--- src/deq_pkg.sv ---
// Shared types, constants and index helpers for the double-ended queue.
// No dependencies; used by every module of the block through scoped names.
package deq_pkg;

  // Storage geometry
  localparam int DEPTH      = 16;
  localparam int DATA_WIDTH = 32;
  localparam int IDX_W      = (DEPTH > 1) ? $clog2(DEPTH) : 1;
  localparam int CNT_W      = $clog2(DEPTH + 1);

  // Port field widths
  localparam int FUNC_W   = 3;
  localparam int VALUE_W  = 32;
  localparam int STATUS_W = 2;
  localparam int FILL_W   = 5;

  typedef logic [IDX_W-1:0]      idx_t;
  typedef logic [CNT_W-1:0]      cnt_t;
  typedef logic [DATA_WIDTH-1:0] data_t;

  // Request function codes
  localparam logic [FUNC_W-1:0] FUNC_PUSH_FRONT = 3'd0;
  localparam logic [FUNC_W-1:0] FUNC_POP_FRONT  = 3'd1;
  localparam logic [FUNC_W-1:0] FUNC_PUSH_BACK  = 3'd2;
  localparam logic [FUNC_W-1:0] FUNC_POP_BACK   = 3'd3;
  localparam logic [FUNC_W-1:0] FUNC_SHOW       = 3'd4;

  // Result status codes
  localparam logic [STATUS_W-1:0] STATUS_OK    = 2'd0;
  localparam logic [STATUS_W-1:0] STATUS_EMPTY = 2'd1;
  localparam logic [STATUS_W-1:0] STATUS_FULL  = 2'd2;

  // Controller -> datapath commands
  typedef struct packed {
    logic                load;        // latch request, clear show offset
    logic                push;        // write ring, move pointers
    logic                read;        // issue ring read
    logic                pop;         // commit a pop
    logic                show_inc;    // advance show offset
    logic                emit;        // load output register
    logic [STATUS_W-1:0] emit_status;
    logic                emit_rd;     // word comes from read data
    logic                emit_last;
  } cmd_t;

  // Datapath -> controller status
  typedef struct packed {
    logic [FUNC_W-1:0] func;
    logic              empty;
    logic              full;
    logic              out_free;
    logic              show_last;
  } stat_t;

  // (a + b) mod DEPTH for a, b < DEPTH
  function automatic idx_t wrap_add(idx_t a, idx_t b);
    logic [IDX_W:0] s;
    s = {1'b0, a} + {1'b0, b};
    if (s >= (IDX_W+1)'(DEPTH)) begin
      s = s - (IDX_W+1)'(DEPTH);
    end
    return s[IDX_W-1:0];
  endfunction

  // (a - 1) mod DEPTH
  function automatic idx_t wrap_dec(idx_t a);
    idx_t r;
    if (a == '0) begin
      r = IDX_W'(DEPTH - 1);
    end else begin
      r = a - 1'b1;
    end
    return r;
  endfunction

endpackage

--- src/deq_datapath.sv ---
// Datapath of the double-ended queue: ring memory, front pointer, count,
// show offset and the output register. Depends on deq_pkg.
module deq_datapath (
  input  logic                          clk_i,
  input  logic                          rst_ni,
  input  logic [deq_pkg::FUNC_W-1:0]    func_i,
  input  logic signed [deq_pkg::VALUE_W-1:0] value_i,
  input  deq_pkg::cmd_t                 cmd_i,
  output deq_pkg::stat_t                stat_o,
  output logic                          out_valid_o,
  input  logic                          out_stall_i,
  output logic [deq_pkg::STATUS_W-1:0]  status_o,
  output logic signed [deq_pkg::VALUE_W-1:0] word_o,
  output logic [deq_pkg::FILL_W-1:0]    fill_o,
  output logic                          last_o
);

  // Ring storage
  deq_pkg::data_t mem [deq_pkg::DEPTH];
  deq_pkg::data_t rd_data_q;

  // Request and pointer registers
  logic [deq_pkg::FUNC_W-1:0] func_q;
  deq_pkg::data_t             value_q;
  deq_pkg::idx_t              front_q, front_d;
  deq_pkg::cnt_t              count_q, count_d;
  deq_pkg::idx_t              show_q;

  // Output register
  logic                          out_valid_q;
  logic [deq_pkg::STATUS_W-1:0]  status_q;
  deq_pkg::data_t                word_q;
  deq_pkg::cnt_t                 fill_q;
  logic                          last_q;

  deq_pkg::idx_t wr_addr;
  deq_pkg::idx_t rd_addr;
  deq_pkg::idx_t last_off;
  logic          out_free;

  assign last_off = deq_pkg::IDX_W'(count_q - 1'b1);
  assign out_free = !out_valid_q || !out_stall_i;

  // Status to the controller
  assign stat_o.func      = func_q;
  assign stat_o.empty     = (count_q == '0);
  assign stat_o.full      = (count_q == deq_pkg::CNT_W'(deq_pkg::DEPTH));
  assign stat_o.out_free  = out_free;
  assign stat_o.show_last = (deq_pkg::CNT_W'(show_q) + 1'b1 == count_q);

  // Address selection
  always_comb begin
    if (func_q == deq_pkg::FUNC_PUSH_FRONT) begin
      wr_addr = deq_pkg::wrap_dec(front_q);
    end else begin
      wr_addr = deq_pkg::wrap_add(front_q, deq_pkg::IDX_W'(count_q));
    end
    case (func_q)
      deq_pkg::FUNC_POP_FRONT: rd_addr = front_q;
      deq_pkg::FUNC_POP_BACK:  rd_addr = deq_pkg::wrap_add(front_q, last_off);
      default:                 rd_addr = deq_pkg::wrap_add(front_q, show_q);
    endcase
  end

  // Pointer and count update
  always_comb begin
    front_d = front_q;
    count_d = count_q;
    if (cmd_i.push) begin
      if (func_q == deq_pkg::FUNC_PUSH_FRONT) begin
        front_d = wr_addr;
      end
      count_d = count_q + 1'b1;
    end else if (cmd_i.pop) begin
      if (func_q == deq_pkg::FUNC_POP_FRONT) begin
        front_d = deq_pkg::wrap_add(front_q, deq_pkg::IDX_W'(1));
      end
      count_d = count_q - 1'b1;
    end
  end

  // Ring write and registered read
  always_ff @(posedge clk_i) begin
    if (cmd_i.push) begin
      mem[wr_addr] <= value_q;
    end
    if (cmd_i.read) begin
      rd_data_q <= mem[rd_addr];
    end
  end

  // Request latch (payload, no reset)
  always_ff @(posedge clk_i) begin
    if (cmd_i.load) begin
      func_q  <= func_i;
      value_q <= deq_pkg::DATA_WIDTH'(value_i);
    end
  end

  // Control registers
  always_ff @(posedge clk_i or negedge rst_ni) begin
    if (!rst_ni) begin
      front_q     <= '0;
      count_q     <= '0;
      show_q      <= '0;
      out_valid_q <= 1'b0;
    end else begin
      front_q <= front_d;
      count_q <= count_d;
      if (cmd_i.load) begin
        show_q <= '0;
      end else if (cmd_i.show_inc) begin
        show_q <= show_q + 1'b1;
      end
      if (cmd_i.emit) begin
        out_valid_q <= 1'b1;
      end else if (!out_stall_i) begin
        out_valid_q <= 1'b0;
      end
    end
  end

  // Output payload
  always_ff @(posedge clk_i) begin
    if (cmd_i.emit) begin
      status_q <= cmd_i.emit_status;
      word_q   <= cmd_i.emit_rd ? rd_data_q : '0;
      fill_q   <= count_d;
      last_q   <= cmd_i.emit_last;
    end
  end

  assign out_valid_o = out_valid_q;
  assign status_o    = status_q;
  assign word_o      = deq_pkg::VALUE_W'(word_q);
  assign fill_o      = deq_pkg::FILL_W'(fill_q);
  assign last_o      = last_q;

endmodule

--- src/deq_ctrl.sv ---
// Controller state machine of the double-ended queue.
// Sequences accept, read, commit and emit; depends on deq_pkg.
module deq_ctrl (
  input  logic           clk_i,
  input  logic           rst_ni,
  input  logic           in_valid_i,
  output logic           in_stall_o,
  input  deq_pkg::stat_t stat_i,
  output deq_pkg::cmd_t  cmd_o
);

  localparam logic [2:0] ST_IDLE      = 3'd0;
  localparam logic [2:0] ST_EXEC      = 3'd1;
  localparam logic [2:0] ST_POP_EMIT  = 3'd2;
  localparam logic [2:0] ST_SHOW_RD   = 3'd3;
  localparam logic [2:0] ST_SHOW_EMIT = 3'd4;

  logic [2:0] state_q, state_d;

  assign in_stall_o = (state_q != ST_IDLE);

  // Next state and commands
  always_comb begin
    state_d = state_q;
    cmd_o   = '0;
    case (state_q)
      ST_IDLE: begin
        if (in_valid_i) begin
          cmd_o.load = 1'b1;
          state_d    = ST_EXEC;
        end
      end
      ST_EXEC: begin
        case (stat_i.func)
          deq_pkg::FUNC_PUSH_FRONT, deq_pkg::FUNC_PUSH_BACK: begin
            if (stat_i.out_free) begin
              cmd_o.emit      = 1'b1;
              cmd_o.emit_last = 1'b1;
              if (stat_i.full) begin
                cmd_o.emit_status = deq_pkg::STATUS_FULL;
              end else begin
                cmd_o.push        = 1'b1;
                cmd_o.emit_status = deq_pkg::STATUS_OK;
              end
              state_d = ST_IDLE;
            end
          end
          deq_pkg::FUNC_POP_FRONT, deq_pkg::FUNC_POP_BACK, deq_pkg::FUNC_SHOW: begin
            if (stat_i.empty) begin
              if (stat_i.out_free) begin
                cmd_o.emit        = 1'b1;
                cmd_o.emit_last   = 1'b1;
                cmd_o.emit_status = deq_pkg::STATUS_EMPTY;
                state_d           = ST_IDLE;
              end
            end else begin
              cmd_o.read = 1'b1;
              state_d    = (stat_i.func == deq_pkg::FUNC_SHOW) ? ST_SHOW_EMIT : ST_POP_EMIT;
            end
          end
          default: begin
            // unknown function: dropped
            state_d = ST_IDLE;
          end
        endcase
      end
      ST_POP_EMIT: begin
        if (stat_i.out_free) begin
          cmd_o.pop         = 1'b1;
          cmd_o.emit        = 1'b1;
          cmd_o.emit_rd     = 1'b1;
          cmd_o.emit_last   = 1'b1;
          cmd_o.emit_status = deq_pkg::STATUS_OK;
          state_d           = ST_IDLE;
        end
      end
      ST_SHOW_RD: begin
        cmd_o.read = 1'b1;
        state_d    = ST_SHOW_EMIT;
      end
      ST_SHOW_EMIT: begin
        if (stat_i.out_free) begin
          cmd_o.emit        = 1'b1;
          cmd_o.emit_rd     = 1'b1;
          cmd_o.emit_last   = stat_i.show_last;
          cmd_o.emit_status = deq_pkg::STATUS_OK;
          if (stat_i.show_last) begin
            state_d = ST_IDLE;
          end else begin
            cmd_o.show_inc = 1'b1;
            state_d        = ST_SHOW_RD;
          end
        end
      end
      default: begin
        state_d = ST_IDLE;
      end
    endcase
  end

  // State register
  always_ff @(posedge clk_i or negedge rst_ni) begin
    if (!rst_ni) begin
      state_q <= ST_IDLE;
    end else begin
      state_q <= state_d;
    end
  end

endmodule

--- src/double_ended_queue_top.sv ---
// Double-ended queue of signed words held in a ring of deq_pkg::DEPTH entries.
// Usage:
//   Input channel (in_valid_i / in_stall_o, func_i, value_i) takes one request:
//   push front, pop front, push back, pop back or show all. Other codes are
//   dropped without a result.
//   Output channel (out_valid_o / out_stall_i, status_o, word_o, fill_o,
//   last_o) returns results; last_o marks the final result of a request.
// Sequencing:
//   A request is taken only when the controller is idle. A push, a refused
//   push or an empty pop/show loads its result in the execute state; a pop
//   issues the registered ring read there and loads its result in the
//   pop-emit state. Show reads, then emits, each stored word in turn. The next
//   request is taken the cycle after the last result is loaded.
// Reset clears the front pointer, count, state and output valid; the ring
// contents are undefined until written.
// A stalled receiver holds the output register; the controller waits with
// the next result until it is taken, and does not take new requests meanwhile.
// Depends on deq_pkg, deq_ctrl and deq_datapath.
module double_ended_queue_top (
  input  logic                               clk_i,
  input  logic                               rst_ni,
  input  logic                               in_valid_i,
  output logic                               in_stall_o,
  input  logic [deq_pkg::FUNC_W-1:0]         func_i,
  input  logic signed [deq_pkg::VALUE_W-1:0] value_i,
  output logic                               out_valid_o,
  input  logic                               out_stall_i,
  output logic [deq_pkg::STATUS_W-1:0]       status_o,
  output logic signed [deq_pkg::VALUE_W-1:0] word_o,
  output logic [deq_pkg::FILL_W-1:0]         fill_o,
  output logic                               last_o
);

  deq_pkg::cmd_t  cmd;
  deq_pkg::stat_t stat;

  deq_ctrl u_ctrl (
    .clk_i      (clk_i),
    .rst_ni     (rst_ni),
    .in_valid_i (in_valid_i),
    .in_stall_o (in_stall_o),
    .stat_i     (stat),
    .cmd_o      (cmd)
  );

  deq_datapath u_dp (
    .clk_i       (clk_i),
    .rst_ni      (rst_ni),
    .func_i      (func_i),
    .value_i     (value_i),
    .cmd_i       (cmd),
    .stat_o      (stat),
    .out_valid_o (out_valid_o),
    .out_stall_i (out_stall_i),
    .status_o    (status_o),
    .word_o      (word_o),
    .fill_o      (fill_o),
    .last_o      (last_o)
  );

endmodule

--- config.mk ---
export PLATFORM = sky130hd
export DESIGN_NAME = double_ended_queue_top
export DESIGN_NICKNAME = d
export VERILOG_FILES = /design/src/deq_pkg.sv /design/src/deq_datapath.sv /design/src/deq_ctrl.sv /design/src/double_ended_queue_top.sv
export SDC_FILE = /design/constraint.sdc
export NUM_CORES = 1
export LEC_CHECK = 0
export BUFFER_PORTS_ARGS = -buffer_cell sky130_fd_sc_hd__buf_2
export CAP_MARGIN = 40
export CORE_MARGIN = 2
export CORE_UTILIZATION = 50
export CTS_CLUSTER_SIZE = 16
export DETAILED_ROUTE_END_ITERATION = 10
export PLACE_DENSITY = 0.62
export SETUP_SLACK_MARGIN = 0.3
export SLEW_MARGIN = 10
export SYNTH_ARGS = -nofsm -noshare
export SYNTH_HDL_FRONTEND = slang
export SYNTH_SLANG_ARGS = --single-unit
--- constraint.sdc ---
create_clock -name clk_i -period 13.13 [get_ports clk_i]
set_input_delay 0 -clock clk_i [delete_from_list [all_inputs] [get_ports clk_i]]
set_output_delay 0 -clock clk_i [all_outputs]
set_load 0.1 [all_outputs]
# --- Word-level counts from Yosys, hierarchy flattened ---
# Memory sizes are Yosys's and may differ from the RTL's. A register that Yosys moved wholly into a read port is not among the register bits.
# Cells that the tools add are included.
# Widths: inputs -> output; s select.
word_totals:
  mem_count: 1
  regBits: 92
  ramBits: 512
  word_cells: 110
  in_bits: 39
classes:
  order_cmp: 4
  reduce_logical: 15
  n_mux: 52
  add_sub_neg: 13
  n_eq_ne: 14
mem_list:
  columns: ["memory", "depth", "word_bits", "read_ports", "rd_ports_with_merged_regs", "write_ports", "line_no", "text"]
  rows:
  - ["u_dp.mem", 16, 32, 1, 1, 1, "deq_datapath.sv:19", "deq_pkg::data_t mem [deq_pkg::DEPTH];"]
op_table:
  columns: ["op", "n"]
  rows:
  - ["$mux 4", 12]
  - ["$mux 3", 8]
  - ["$ge 5x5->1 const B", 4]
  - ["$sub 4x1->4 const B", 5]
  - ["$mux 1", 17]
  - ["$add 4x4->5", 3]
  - ["$mux 5", 3]
  - ["$pmux 3 s5", 1]
  - ["$eq 3x2->1 const B", 4]
  - ["$pmux 3 s2", 2]
  - ["$add 4x1->5 const B", 2]
  - ["$pmux 3 s3", 1]
  - ["$pmux 4 s2", 1]
  - ["$eq 3x1->1 const B", 2]
  - ["$eq 3x3->1 const B", 2]
  - ["$logic_not 3->1", 2]
  - ["$mux 6", 1]
  - ["$ne 2x1->1 const B", 3]
  - ["$pmux 1 s2", 3]
  - ["$reduce_bool 2->1", 3]
  - ["$add 5x1->5 const B", 1]
  - ["$eq 5x5->1", 1]
  - ["$eq 5x5->1 const B", 1]
  - ["$logic_not 5->1", 1]
  - ["13 further kinds", 15]

# --- Longest topological paths before layout ---
depth:
  ltp_word: 7
  depth_mapped: 16

# --- By module ---
# From an unflattened synthesis, not the netlist that was laid out.
unflattened:
  hier_cells: 1430
  area_unflattened_um2: 26060.0
modules_own_cells:
  columns: ["module", "instances", "cells_each", "area_each_um2"]
  rows:
  - ["deq_datapath", 1, 1370, 25644.6]
  - ["deq_ctrl", 1, 60, 415.4]

# --- Least setup slack after synthesis ---
# OpenSTA, ideal clock, no wires.
synth_path:
  path_type: "reg-to-reg"
  from: "register u_dp.out_valid_q, in the netlist u_dp.out_valid_o"
  to: "memory u_dp.mem[0][0] (netlist bit) (enable)"
  n_path_buf: 1
  path_stages_with_launch: 7
  t_arrival_ns: 4.530
  path_slack_ns: 8.139
  cell_sequence: "dfrtp_1 > and2_1 > or3_1 > buf_2 > nor4_2 > nand2_1 > nor3_1"
synth_between:
  elab_chain_len: 7
synth_lines:
  columns: ["item", "line_no", "text"]
  rows:
  - ["start: declaration", "deq_datapath.sv:30", "logic out_valid_q;"]
  - ["start signal: assignment", "deq_datapath.sv:106", "out_valid_q <= 1'b0;"]
  - ["start signal: assignment", "deq_datapath.sv:116", "out_valid_q <= 1'b1;"]
  - ["start signal: assignment", "deq_datapath.sv:118", "out_valid_q <= 1'b0;"]
  - ["$logic_not 1->1", "deq_datapath.sv:42", "assign out_free = !out_valid_q || !out_stall_i;"]
  - ["$logic_or 1x1->1", "deq_datapath.sv:42", null]
  - ["$mux 1", "deq_ctrl.sv:36", "if (stat_i.out_free) begin"]
  - ["$mux 1", "deq_ctrl.sv:34", "case (stat_i.func)"]
  - ["$mux 1", "deq_ctrl.sv:26", "case (state_q)"]
  - ["$mux 1", "deq_datapath.sv:84", "if (cmd_i.push) begin"]
  - ["$mux 1 (implied by the code)", "deq_datapath.sv:85", "mem[wr_addr] <= value_q;"]
  - ["end: declaration", "deq_datapath.sv:19", null]
# Every way passes these cells.

# --- Worst setup path in the final report ---
layout_path:
  from: "register u_dp.func_q[2] (netlist bit)"
  to: "register u_dp.rd_data_q[13], read port of u_dp.mem, data pin"
layout_between:
  elab_chain_len: 4
layout_lines:
  columns: ["item", "line_no", "text"]
  rows:
  - ["start: declaration", "deq_datapath.sv:23", "logic [deq_pkg::FUNC_W-1:0] func_q;"]
  - ["start signal: assignment", "deq_datapath.sv:95", "func_q <= func_i;"]
  - ["$eq 3x1->1 (tied with other cells)", "deq_datapath.sv:58, deq_ctrl.sv:34", null]
  - ["$reduce_or 3->1", "deq_ctrl.sv:34", null]
  - ["$mux 1", "deq_ctrl.sv:34", null]
  - ["$pmux 1 s2", "deq_ctrl.sv:26", null]
  - ["end: declaration", "deq_datapath.sv:20", "deq_pkg::data_t rd_data_q;"]
# Several ways; a longest one is shown, not always the timed one.
# A chain may end at the register's enable or synchronous reset.

==> flow_summary.ini <==
[run_status]
outcome = completed

[yosys]
ys_types = 58
yosysWarnings = 0
synth_area_leaders = edfxtp_1, mux4_2, a21oi_1
yosysSeqAreaShare_pct = 65.89
synth_largest_area_cell = edfxtp_1
synth_area_per_cell_um2 = 18.47
syn_area_um2 = 28860
synthArstFlopShare_pct = 2.673
synth.top_cell.area_share_pct = 64.41
synthFlopType = edfxtp_1
synthCells = 1562
ys_ff_latch = 636
synth_nets = 1616
synth_edf_count = 619

[power]
p_total_mw = 8.962
pwr-share-clk_pct = 21.1
leakagePower_nw = 10.79
p_switching_mw = 3.360
p_seq_share_pct = 32.5
switching_share_pct = 37.50
internal_power_mw = 5.601
p_comb_share_pct = 46.5
pwr_density_cell_nw_per_um2 = 271.8
ir_drop_v = 0.0001723

[global_routing]
overflow = 0
antenna_found_initial = 2
grt_pass1_wl_mm = 103.4
grt_pass1_vias = 16410
grt_usage_pct = 23.70
grt_start_max_net_pins = 57

[routing]
antenna_left = 0
drc = 0
wirelength_mm = 69.09
dr_total_vias = 15780
first_iter_violations = 1448
avgRoutedWirePerCell_um = 27.55
firstDrtPassIters = 5
via_per_inst = 6.291

[die]
start_util_pct = 50.30
dieWidth_um = 244.2
rows = 88
die_h_um = 244.2
io_pins = 81
dieArea_um2 = 59650
core_area_um2 = 57370

[cts]
clkLatencyLatePin_ps = 600
ctsHoldBuffers = 39
htreeDepth = 3
numCtsBuffers = 71
clk_pin_slew_ps = 60
cts_tree = yes
clockRootBuffer = clkbuf_16
clock_path_buffers = 3
cts_setup_buffers = 0
cts_sinks = 636
cts_resized = 0

[hold_path]
worst_hold_path_type = in -> reg
whs_path_depth = 2

[critical_path]
critPathRequiredTime_ps = 13470
worst-path-max-fanout = 52
cpPeakStageDelay_ps = 1310
reg2reg_depth = 11
crit_chain = and2b_1 > nand2_1 > o21ai_0 > ha_4 > inv_1 > fa_4 > buf_4 > mux4_2 > mux2i_1 > a22oi_1 > mux2_2
start_kind = register
critical-path-slowest-cell = fa_4
worstPathArrival_ps = 5590
cp-end-kind = register
worstSetupPathType = reg -> reg

[sta]
clock_skew_ps = 21.29
report.final.hold_viol_count = 0
rsz0062_at_grt = no
timing.fmax_mhz = 190.6
setup_violations = 0
worst_pin_slew_ps = 874.4
tns_ps = 0
maxSlewViolCount = 0
layout_min_cycle_time_ps = 5245
finalCritPeriodShare_pct = 39.95
relSlewSlack_pct = 41.71

[run]
maxCapViolCount = 0

[cells_and_area]
antennaDiodeCount = 0
drive_above_1_share_pct = 31.67
final_cell_area_um2 = 32970
final_core_util_pct = 57.47
final_cell_mix = edfxtp_1, mux4_2, nand2_1
nNetsFinal = 1743
syn2layout_area_growth_pct = 14.26
final_common_cell = edfxtp_1

[place]
port_buffers = 80
place_area_um2 = 30350
place_congestion = 0.7817
dp_hpwl_mm = 36.71
-- worst max-delay path, delay by kind of cell, from the launching register on --
family / cells / cell delay (ps)
DFF: 1 / 580
and+or+nand+nor: 2 / 660
muxes: 3 / 880
adders and majority gates: 2 / 1500
AOI/OAI and AO/OA: 2 / 460
buffers and inverters: 2 / 830
-- per-layer routing --
layer | part of all wire, % | GRT usage [%]
met4 | 2.0 | 6.869
met1 | 42 | 32.32
met5 | 0 | 0
met2 | 50 | 39.81
met3 | 5.9 | 3.786
-- layout make-up --
cell class                 instances  area [µm²]
clock buffer                      95        2003
clock inverter                    32       215.2
fill                            4291       24390
inverter                          11       41.29
multi-input combinational        797        9457
sequential                       636       19020
tap                              765       957.2
timing repair buffer             172        1276
-- power by group through the flow --
stage               Sequential (mW)  Combinational [mW]  Clock, mW
floorplan                      3.21                2.90          0
CTS                            2.91                4.22       1.93
global route                   2.95                4.50       2.01
finish                         2.91                4.16       1.89
detailed placement             2.95                4.20          0
global placement               2.94                4.12          0
-- state kept, by name, summed over array words and instances, names as in the netlist --
| name | flops |
|---|---|
| u_dp.mem | 512 |
| u_dp.front_q | 4 |
| u_dp.out_valid_o | 1 |
| u_dp.show_q | 4 |
| u_dp.word_o | 32 |
| u_dp.fill_o | 5 |
| u_dp.value_q | 32 |
| u_dp.count_q | 5 |
| u_dp.rd_data_q | 32 |
| u_ctrl.state_q | 3 |
| u_dp.status_o | 2 |
| u_dp.last_o | 1 |
| u_dp.func_q | 3 |
-- cell families (layout without fill, tap and decap cells) --
| family | after synthesis | in the layout | synth area share [%] |
|---|---|---|---|
| AOI/OAI and AO/OA | 204 | 204 | 4.401 |
| and+or+nand+nor | 231 | 231 | 3.811 |
| xor gates and xnor gates | 21 | 21 | 0.6374 |
| buffers and inverters | 129 | 310 | 2.008 |
| DFF | 636 | 636 | 65.89 |
| muxes | 325 | 325 | 22.52 |
| adders and majority gates | 16 | 16 | 0.7371 |
-- path summary, 6_finish.rpt --
| check | start | end | slack (ps) |
|---|---|---|---|
| hold reg to reg | u_dp.rd_data_q[26] | u_dp.word_o[26] | 520 |
| min in group asynchronous | rst_ni | u_dp.count_q[2] | 320 |
| max in group asynchronous | rst_ni | u_dp.front_q[0] | 12420 |
| hold / removal | value_i[1] | u_dp.value_q[1] | 100 |
| setup / recovery | u_dp.func_q[2] | u_dp.rd_data_q[13] | 7880 |
| setup reg to reg | u_dp.func_q[2] | u_dp.rd_data_q[13] | 7880 |
-- cells in the mapped netlist, drive strengths merged, types with 2 or more instances --
master and count:
nor4b 2, mux2i 36, a21oi 104, o21ai 8
o21bai 2, mux4 256, nand2b 5, a21o 2
nor4 2, or4 2, nand3 8, a41oi 2
nor3b 3, dfrtp 17, a211oi 4, xnor2 16
o21a 2, nand4 2, and2 34, a22oi 66
o22a 2, xor2 5, edfxtp 619, o211ai 3
nor3 18, clkbuf 64, or3 2, inv 11
fa 2, buf 54, ha 13, nor2 28
nand2 120, mux2 33
-- per-stage QoR --
stage | std cells | worst slack, ps | hold slack (ps)
after detailed placement | 2341 | 7873 | -34.10
after CTS | 2507 | 7862 | 71.16
after global routing | 2508 | 7674 | 101.3
after global placement | 2333 | 8028 | -33.10
after floorplan | 1562 | 8139 | -295.6
final | 2508 | 7885 | 103.0
Note: power is estimated with default switching activity, not from simulation.
